[src/hdl/dbpfp_pkg.sv]
`default_nettype none

package dbpfp_pkg;

	// widest lane index the fixed 32-bit plane word allows
	localparam int LANE_IDX_W = 5;
	localparam int WORD_NUM_W = 6;
	localparam int COUNT_W    = 7;
	localparam int PLANE_W    = 32;
	localparam int SAMPLE_W   = 32;
	localparam int INDEX_W    = 6;

	// controller to datapath
	typedef struct packed {
		logic                  mem_wr;    // write the accepted sample
		logic                  rd_en;     // fetch one lane from the store
		logic [LANE_IDX_W-1:0] lane;      // lane being fetched
		logic                  parity;    // channel parity of the current group
		logic                  emit;      // move one plane column to the output
		logic                  emit_err;  // present the refused-frame result
		logic [WORD_NUM_W-1:0] word_num;
		logic                  last;
	} dbpfp_cmd_t;

	// datapath to controller
	typedef struct packed {
		logic out_free;    // output register can take a result this cycle
		logic count_zero;  // channel count is zero
	} dbpfp_status_t;

endpackage

`default_nettype wire

[src/hdl/dbpfp_ctrl.sv]
`default_nettype none

module dbpfp_ctrl
	import dbpfp_pkg::*;
#(
	parameter int SAMPLE_BITS = 32,
	parameter int PLANES_KEPT = 24
) (
	input  wire logic          clk,
	input  wire logic          arst_n,
	input  wire logic          in_valid,
	output logic               in_ready,
	input  wire logic          req_type,
	input  wire dbpfp_status_t status,
	output dbpfp_cmd_t         cmd
);

	localparam int LW = $clog2(SAMPLE_BITS);

	localparam logic [2:0] ST_IDLE  = 3'd0;
	localparam logic [2:0] ST_LOAD  = 3'd1;
	localparam logic [2:0] ST_DRAIN = 3'd2;
	localparam logic [2:0] ST_EMIT  = 3'd3;
	localparam logic [2:0] ST_ERR   = 3'd4;

	logic [2:0]            state_q, state_d;
	logic [LW-1:0]         lane_q, lane_d;
	logic                  parity_q, parity_d;
	logic [WORD_NUM_W-1:0] word_q, word_d;
	logic                  in_fire;

	assign in_ready = (state_q == ST_IDLE);
	assign in_fire  = in_valid && in_ready;

	always_comb begin
		state_d      = state_q;
		lane_d       = lane_q;
		parity_d     = parity_q;
		word_d       = word_q;
		cmd          = '0;
		cmd.lane     = LANE_IDX_W'(lane_q);
		cmd.parity   = parity_q;
		cmd.word_num = word_q;
		cmd.last     = (word_q == WORD_NUM_W'(2 * PLANES_KEPT - 1));
		unique case (state_q)
			ST_IDLE: begin
				if (in_fire) begin
					if (!req_type) begin
						cmd.mem_wr = 1'b1;
					end else if (status.count_zero) begin
						state_d = ST_ERR;
					end else begin
						state_d  = ST_LOAD;
						lane_d   = '0;
						parity_d = 1'b0;
						word_d   = '0;
					end
				end
			end
			ST_LOAD: begin
				cmd.rd_en = 1'b1;
				if (lane_q == LW'(SAMPLE_BITS - 1)) begin
					state_d = ST_DRAIN;
				end else begin
					lane_d = lane_q + 1'b1;
				end
			end
			ST_DRAIN: begin
				state_d = ST_EMIT;
			end
			ST_EMIT: begin
				if (status.out_free) begin
					cmd.emit = 1'b1;
					word_d   = word_q + 1'b1;
					if (!parity_q && word_q == WORD_NUM_W'(PLANES_KEPT - 1)) begin
						state_d  = ST_LOAD;
						lane_d   = '0;
						parity_d = 1'b1;
					end else if (word_q == WORD_NUM_W'(2 * PLANES_KEPT - 1)) begin
						state_d = ST_IDLE;
					end
				end
			end
			ST_ERR: begin
				if (status.out_free) begin
					cmd.emit_err = 1'b1;
					state_d      = ST_IDLE;
				end
			end
			default: begin
				state_d = ST_IDLE;
			end
		endcase
	end

	always_ff @(posedge clk or negedge arst_n) begin
		if (!arst_n) begin
			state_q  <= ST_IDLE;
			lane_q   <= '0;
			parity_q <= 1'b0;
			word_q   <= '0;
		end else begin
			state_q  <= state_d;
			lane_q   <= lane_d;
			parity_q <= parity_d;
			word_q   <= word_d;
		end
	end

endmodule

`default_nettype wire

[src/hdl/dbpfp_datapath.sv]
`default_nettype none

module dbpfp_datapath
	import dbpfp_pkg::*;
#(
	parameter int NUM_CHANNELS = 64,
	parameter int SAMPLE_BITS  = 32
) (
	input  wire logic                  clk,
	input  wire logic                  arst_n,
	input  wire dbpfp_cmd_t            cmd,
	output dbpfp_status_t              status,
	input  wire logic                  cfg_we,
	input  wire logic [COUNT_W-1:0]    cfg_data,
	input  wire logic [INDEX_W-1:0]    channel_index,
	input  wire logic [SAMPLE_W-1:0]   sample_value,
	output logic                       out_valid,
	input  wire logic                  out_ready,
	output logic [PLANE_W-1:0]         plane_word,
	output logic [WORD_NUM_W-1:0]      word_number,
	output logic                       frame_last,
	output logic                       no_channels
);

	localparam int CH_W = $clog2(NUM_CHANNELS);
	localparam int LW   = $clog2(SAMPLE_BITS);

	logic [SAMPLE_BITS-1:0] mem [NUM_CHANNELS];
	logic [NUM_CHANNELS-1:0] valid_q;
	logic [COUNT_W-1:0]      count_q;

	logic [COUNT_W-1:0]     active;
	logic [COUNT_W-1:0]     rd_ch;
	logic [CH_W-1:0]        rd_addr;
	logic                   rd_keep;
	logic                   wr_ok;

	logic                   rd_s1;
	logic                   keep_s1;
	logic [LW-1:0]          lane_s1;
	logic [SAMPLE_BITS-1:0] rd_data_s1;

	logic [SAMPLE_BITS-1:0] lane_q [SAMPLE_BITS];
	logic [SAMPLE_BITS-1:0] column;

	logic                   out_valid_q;

	assign active  = (count_q > COUNT_W'(NUM_CHANNELS)) ? COUNT_W'(NUM_CHANNELS) : count_q;
	assign rd_ch   = COUNT_W'({cmd.lane[LW-1:0], cmd.parity});
	assign rd_addr = rd_ch[CH_W-1:0];
	assign rd_keep = (rd_ch < active) && valid_q[rd_addr];
	assign wr_ok   = ({1'b0, channel_index} < COUNT_W'(NUM_CHANNELS));

	assign status.out_free   = !out_valid_q || out_ready;
	assign status.count_zero = (count_q == '0);

	// channel count register
	always_ff @(posedge clk or negedge arst_n) begin
		if (!arst_n) begin
			count_q <= COUNT_W'(64);
		end else if (cfg_we) begin
			count_q <= cfg_data;
		end
	end

	// an entry never written reads as zero
	always_ff @(posedge clk or negedge arst_n) begin
		if (!arst_n) begin
			valid_q <= '0;
		end else if (cmd.mem_wr && wr_ok) begin
			valid_q[channel_index[CH_W-1:0]] <= 1'b1;
		end
	end

	always_ff @(posedge clk) begin
		if (cmd.mem_wr && wr_ok) begin
			mem[channel_index[CH_W-1:0]] <= sample_value[SAMPLE_BITS-1:0];
		end
		if (cmd.rd_en) begin
			rd_data_s1 <= mem[rd_addr];
		end
	end

	always_ff @(posedge clk or negedge arst_n) begin
		if (!arst_n) begin
			rd_s1 <= 1'b0;
		end else begin
			rd_s1 <= cmd.rd_en;
		end
	end

	always_ff @(posedge clk) begin
		keep_s1 <= rd_keep;
		lane_s1 <= cmd.lane[LW-1:0];
	end

	// lane j holds channel 2j+parity; its top bit is plane word bit SAMPLE_BITS-1-j
	always_comb begin
		for (int j = 0; j < SAMPLE_BITS; j++) begin
			column[SAMPLE_BITS-1-j] = lane_q[j][SAMPLE_BITS-1];
		end
	end

	always_ff @(posedge clk) begin
		for (int j = 0; j < SAMPLE_BITS; j++) begin
			if (rd_s1 && lane_s1 == LW'(j)) begin
				lane_q[j] <= keep_s1 ? rd_data_s1 : '0;
			end else if (cmd.emit) begin
				lane_q[j] <= lane_q[j] << 1;
			end
		end
	end

	// output register
	always_ff @(posedge clk or negedge arst_n) begin
		if (!arst_n) begin
			out_valid_q <= 1'b0;
		end else if (cmd.emit || cmd.emit_err) begin
			out_valid_q <= 1'b1;
		end else if (out_ready) begin
			out_valid_q <= 1'b0;
		end
	end

	always_ff @(posedge clk) begin
		if (cmd.emit) begin
			plane_word  <= PLANE_W'(column);
			word_number <= cmd.word_num;
			frame_last  <= cmd.last;
			no_channels <= 1'b0;
		end else if (cmd.emit_err) begin
			plane_word  <= '0;
			word_number <= '0;
			frame_last  <= 1'b1;
			no_channels <= 1'b1;
		end
	end

	assign out_valid = out_valid_q;

endmodule

`default_nettype wire

[src/hdl/dac_bit_plane_frame_packer.sv]
// sample write: no result; the store takes one write a cycle while the sequencer is idle
// frame: per channel parity the lanes are fetched one by one from the one read port,
//   then PLANES_KEPT plane words follow, each once the output register has room; the
//   first word is registered once the lanes of parity 0 are all fetched
// refused frame (count zero): one result
// reset clears the control state and the per-channel valid bits (store reads zero), count to 64
`default_nettype none

module dac_bit_plane_frame_packer
	import dbpfp_pkg::*;
#(
	parameter int NUM_CHANNELS = 64,
	parameter int SAMPLE_BITS  = 32,
	parameter int PLANES_KEPT  = 24
) (
	input  wire logic                  clk,
	input  wire logic                  arst_n,
	// configuration: channel count
	input  wire logic                  cfg_we,
	input  wire logic [COUNT_W-1:0]    cfg_data,
	// request channel
	input  wire logic                  in_valid,
	output logic                       in_ready,
	input  wire logic                  req_type,
	input  wire logic [INDEX_W-1:0]    channel_index,
	input  wire logic [SAMPLE_W-1:0]   sample_value,
	// result channel
	output logic                       out_valid,
	input  wire logic                  out_ready,
	output logic [PLANE_W-1:0]         plane_word,
	output logic [WORD_NUM_W-1:0]      word_number,
	output logic                       frame_last,
	output logic                       no_channels
);

	dbpfp_cmd_t    cmd;
	dbpfp_status_t status;

	// sequencer: accepts a transfer only when idle, walks fetch and emit phases
	dbpfp_ctrl #(
		.SAMPLE_BITS (SAMPLE_BITS),
		.PLANES_KEPT (PLANES_KEPT)
	) u_ctrl (
		.clk      (clk),
		.arst_n   (arst_n),
		.in_valid (in_valid),
		.in_ready (in_ready),
		.req_type (req_type),
		.status   (status),
		.cmd      (cmd)
	);

	// store, transpose lanes (shifted one plane per word) and output register
	dbpfp_datapath #(
		.NUM_CHANNELS (NUM_CHANNELS),
		.SAMPLE_BITS  (SAMPLE_BITS)
	) u_datapath (
		.clk           (clk),
		.arst_n        (arst_n),
		.cmd           (cmd),
		.status        (status),
		.cfg_we        (cfg_we),
		.cfg_data      (cfg_data),
		.channel_index (channel_index),
		.sample_value  (sample_value),
		.out_valid     (out_valid),
		.out_ready     (out_ready),
		.plane_word    (plane_word),
		.word_number   (word_number),
		.frame_last    (frame_last),
		.no_channels   (no_channels)
	);

endmodule

`default_nettype wire
[config.mk]
export PLATFORM = sky130hd
export DESIGN_NAME = dac_bit_plane_frame_packer
export DESIGN_NICKNAME = d
export VERILOG_FILES = /design/src/hdl/dbpfp_pkg.sv /design/src/hdl/dbpfp_ctrl.sv /design/src/hdl/dbpfp_datapath.sv /design/src/hdl/dac_bit_plane_frame_packer.sv
export SDC_FILE = /design/constraint.sdc
export NUM_CORES = 2
export LEC_CHECK = 0
export BUFFER_PORTS_ARGS = -buffer_cell sky130_fd_sc_hd__buf_2
export CAP_MARGIN = 30
export CELL_PAD_IN_SITES_DETAIL_PLACEMENT = 1
export CELL_PAD_IN_SITES_GLOBAL_PLACEMENT = 1
export CORE_MARGIN = 1.5
export CORE_UTILIZATION = 30
export DETAILED_ROUTE_END_ITERATION = 8
export GPL_TIMING_DRIVEN = 0
export PLACE_DENSITY = 0.57
export REMOVE_ABC_BUFFERS = 1
export SLEW_MARGIN = 20
export SYNTH_ARGS = -nofsm -noshare
export SYNTH_HDL_FRONTEND = slang
export SYNTH_SLANG_ARGS = --single-unit
[constraint.sdc]
create_clock -name clk -period 10 [get_ports clk]
set_clock_uncertainty 0.1 [all_clocks]
set_input_delay 0 -clock clk [delete_from_list [all_inputs] [get_ports clk]]
set_output_delay 0 -clock clk [all_outputs]
set_load 0.01 [all_outputs]
==> summary.md <==
| Metric | Value |
|---|---|
| Run status | `completed` |
| Data arrival time of the critical path | `5360 ps` |
| Pin count of the biggest net entering global routing | `65` |
| Setup Total Neg Slack | `0 ps` |
| Global routing met1 resource utilization | `21.5%` |
| Highest clock rate | `201 MHz` |
| Clk sink count | `3238` |
| Fraction of layout cells with a size suffix above 1 | `38.6%` |
| Internal power consumption | `28800 uW` |
| Setup repair after global routing missed its margin | `false` |
| Most repeated library cell on the critical path | `sky130_fd_sc_hd__buf_16` |
| Number of port buffers | `92` |
| I/O pin cnt | `93` |
| Floorplan die height | `657 um` |
| Reported net switching power | `12100 uW` |
| Fin crit period | `4980 ps` |
| Post_cts resized | `0` |
| Die width | `657 um` |
| Beginning of the worst register-to-register path | `u_ctrl.parity_q$_DFFE_PN0P_` |
| H-tree levels | `5` |
| Flops & latches, synth | `3238` |
| Most frequent standard cell in the layout excluding fill and tap cells | `sky130_fd_sc_hd__edfxtp_1` |
| Tcrit/Tclk final | `49.8%` |
| Met3 Resource Use GR | `2.48%` |
| Async set or reset register ratio after synthesis | `2.72%` |
| Max Transition Viols Final | `0` |
| First-pass GRT wire length | `498000 um` |
| Via-per-instance ratio | `4.96` |
| Setup-violating endpoint count in the final report | `0` |
| Max FO, Critical Path | `33` |
| Hold Fails Final Rpt | `0` |
| WL/cell | `27.5 um` |
| Kind of end point of the critical path | `flop` |
| Leakage | `0.0506 uW` |
| Net switching fraction of the power | `29.6%` |
| Worst Setup Slack post-DPL | `4870 ps` |
| Cell-by-cell trace of the critical path | `buf_16 > buf_16 > buf_16 > buf_16 > mux4_2 > a22oi_1 > o211ai_1 > buf_4 > o211ai_1 > nand2_1` |
| Terminating pin of the worst hold path | `u_datapath.mem[18][8]$_DFFE_PP_` |
| Clock latency on the worst-skew pair | `940 ps` |
| Final worst setup slack | `5020 ps` |
| Routing usage on met2 | `26.4%` |
| P per Cell Area | `267 mW/mm2` |
| Start-to-end type of the worst setup path | `flop to flop` |
| Number of vias in the routed layout | `62600` |
| Number of global-route vias before repair | `66500` |
| Most heavily used metal layer in global routing | `met2` |
| Overflow left after global routing | `0` |
| Syn Area/Cell | `20.6 um2` |
| Syn Inst Count | `6243` |
| Transition at the pin with the smallest max-transition slack | `1080 ps` |
| Clk slew on worst S/H paths | `60 ps` |
| Crit-path max cell delay | `650 ps` |
| Total wire length | `347000 um` |
| Worst-case clock buffer depth | `4` |
| Number of detailed-route iterations in the first pass | `5` |
| Initial Utilization | `30.1%` |
| Count of cells along the worst hold path | `3` |
| Share of total power in the clock network | `31.2%` |
| Combinational power share | `26.8%` |
| Predominant post-synthesis flop cell | `sky130_fd_sc_hd__edfxtp_1` |
| Category of the worst setup path launch point | `flop` |
| Layout Area Growth over Synthesis | `19.8%` |
| Maximum VDD drop | `0.000165 V` |
| Antenna-violating nets left | `0` |
| Yosys warns | `0` |
| Buffer cell driving the clock tree root | `sky130_fd_sc_hd__clkbuf_16` |
| Setup slack, reg-to-reg | `5020 ps` |
| Worst r2r dst | `u_datapath.rd_data_s1[9]$_DFFE_PP_` |
| Max-slew headroom at the worst pin | `27.9%` |
| TritonCTS clock tree | `built` |
| Placement Rows | `240` |
| Sequential fraction of design power | `42.0%` |
| Data required time at the worst endpoint | `10380 ps` |
| Core ar. | `0.427 mm2` |
| Nets | `6690` |
| Cell with the largest stage delay on the worst path | `sky130_fd_sc_hd__o211ai_1` |
| Post-route cell area | `0.154 mm2` |
| Commonest cells after routing, fill and taps aside | `3142 x sky130_fd_sc_hd__edfxtp_1, 980 x sky130_fd_sc_hd__mux2_2, 552 x sky130_fd_sc_hd__mux4_2, 353 x sky130_fd_sc_hd__clkbuf_16, 209 x sky130_fd_sc_hd__nand2_1` |
| Gpl congestion | `0.731` |
| Startpoint of the lowest-slack hold path | `sample_value[8]` |
| Number of antenna violations at the first check in global routing | `42` |
| Global-route usage over all layers | `15.8%` |
| Number of enable-type register cells in the synthesized netlist | `3142` |
| Initial detailed-routing violation count | `6291` |
| Die footprint | `0.432 mm2` |
| Number of buffers created by CTS | `348` |
| Number of fillers in the final layout | `41300` |
| Buffers inserted by post-CTS timing repair | `0` |
| Post-placement cell area | `0.142 mm2` |
| Synthesized cell area | `0.128 mm2` |
| Fraction of the core area covered by cells at the end of the flow | `36.0%` |
| Type of the most critical hold path | `primary input to flop` |
| Final Total Pwr | `41000 uW` |
| Half-perimeter wire length after detailed placement | `213000 um` |
| DRC violation count after routing | `0` |
| Hold-fix buffers, CTS | `82` |
| Portion of the post-synthesis area used by sequential elements | `75.3%` |
| Count of maximum capacitance violations | `0` |
| Cell depth of the worst flop-to-flop path | `10` |
| Unique cell type count in the Yosys netlist | `63` |
layer usage:
metal | vias up | wire (um)
li1 | 26200 | -
met1 | 34100 | 148000
met2 | 1687 | 170000
met3 | 504 | 19200
met4 | 14 | 9950
met5 | - | 94
worst max-delay path: cells and delay by family (launching register included):
kind                   cells  cell delay, ps
flip-flops                 1             600
buffers and inverters      5            1470
AND/OR/NAND/NOR            1             530
AO/OA/AOI/OAI              3            1180
multiplexers               1             540
logic make-up after synthesis:
logic type | count (synthesis) | share of synthesized area (%)
adders and majority gates | 8 | 0.0780
and+or+nand+nor | 639 | 2.37
AOI/OAI and AO/OA | 321 | 1.66
muxes | 1620 | 19.0
buffers and inverters | 417 | 1.59
DFF | 3238 | 75.3
power groups by stage:
stage | Combinational [uW] | Sequential (uW) | Clock (uW)
4_1_cts | 11200 | 17200 | 13100
3_3_place_gp | 11700 | 19500 | 0
6_report | 11000 | 17200 | 12800
2_1_floorplan | 7150 | 18000 | 0
5_1_grt | 11700 | 17400 | 13500
3_5_place_dp | 11100 | 17500 | 0
Yosys cell counts (all sizes together) (13+ instances only):
library cell     n  area [um2]
and2            71         444
dfrtp           87        2180
nand2          239         897
nand3           54         270
a211oi          14         105
a31oi           28         175
or2             67         419
nor2           137         514
nand2b          13        81.3
buf            199        1220
mux2           980       11000
mux2i           88         881
clkbuf         211         792
a22o            32         280
a21oi           82         410
mux4           552       12400
o22ai           20         125
o21ai           45         225
edfxtp        3142       94400
a22oi           43         323
layout make-up:
| cell class | count | area, um2 | share of cell area (%) |
|---|---|---|---|
| Antenna cell | 11 | 27.5 | 0.0179 |
| Clock buffer | 439 | 9260 | 6.02 |
| Inverter | 7 | 37.5 | 0.0244 |
| Timing Repair Buffer | 448 | 7880 | 5.12 |
| Clock inverter | 187 | 1890 | 1.23 |
| Multi-Input combinational cell | 2588 | 30800 | 20.1 |
| Tap cell | 5687 | 7120 | 4.63 |
| Sequential cell | 3238 | 96700 | 62.9 |
state kept, by name, summed over array words and instances, names as in the netlist, 6 cells and up:
signal	flops
u_datapath.count_q	7
u_datapath.valid_q	64
u_datapath.rd_data_s1	32
u_datapath.mem	2048
u_datapath.word_number	6
u_datapath.lane_q	1024
u_datapath.plane_word	32
u_ctrl.word_q	6
metrics by stage:
step	hold WS [ps]	instances
after floorplan	-396	5833
after global placement	140	11600
after detailed placement	-126	11900
after CTS	9.22	12600
after global routing	54.2	12600
final	60.4	12600
worst max-delay path by stage:
stage	slack, ps	cells after the start	to	start
finish	5020	10	u_datapath.rd_data_s1[9]$_DFFE_PP_	u_ctrl.parity_q$_DFFE_PN0P_
CTS	4850	10	u_datapath.rd_data_s1[9]$_DFFE_PP_	u_ctrl.parity_q$_DFFE_PN0P_
global route	4840	10	u_datapath.rd_data_s1[9]$_DFFE_PP_	u_ctrl.parity_q$_DFFE_PN0P_
floorplan	-12220	5	u_datapath.rd_data_s1[19]$_DFFE_PP_	u_ctrl.parity_q$_DFFE_PN0P_
global placement	-26160	5	u_datapath.rd_data_s1[31]$_DFFE_PP_	u_ctrl.parity_q$_DFFE_PN0P_
detailed placement	4870	10	u_datapath.rd_data_s1[9]$_DFFE_PP_	u_ctrl.parity_q$_DFFE_PN0P_
Power figures use the tool's default switching activity.
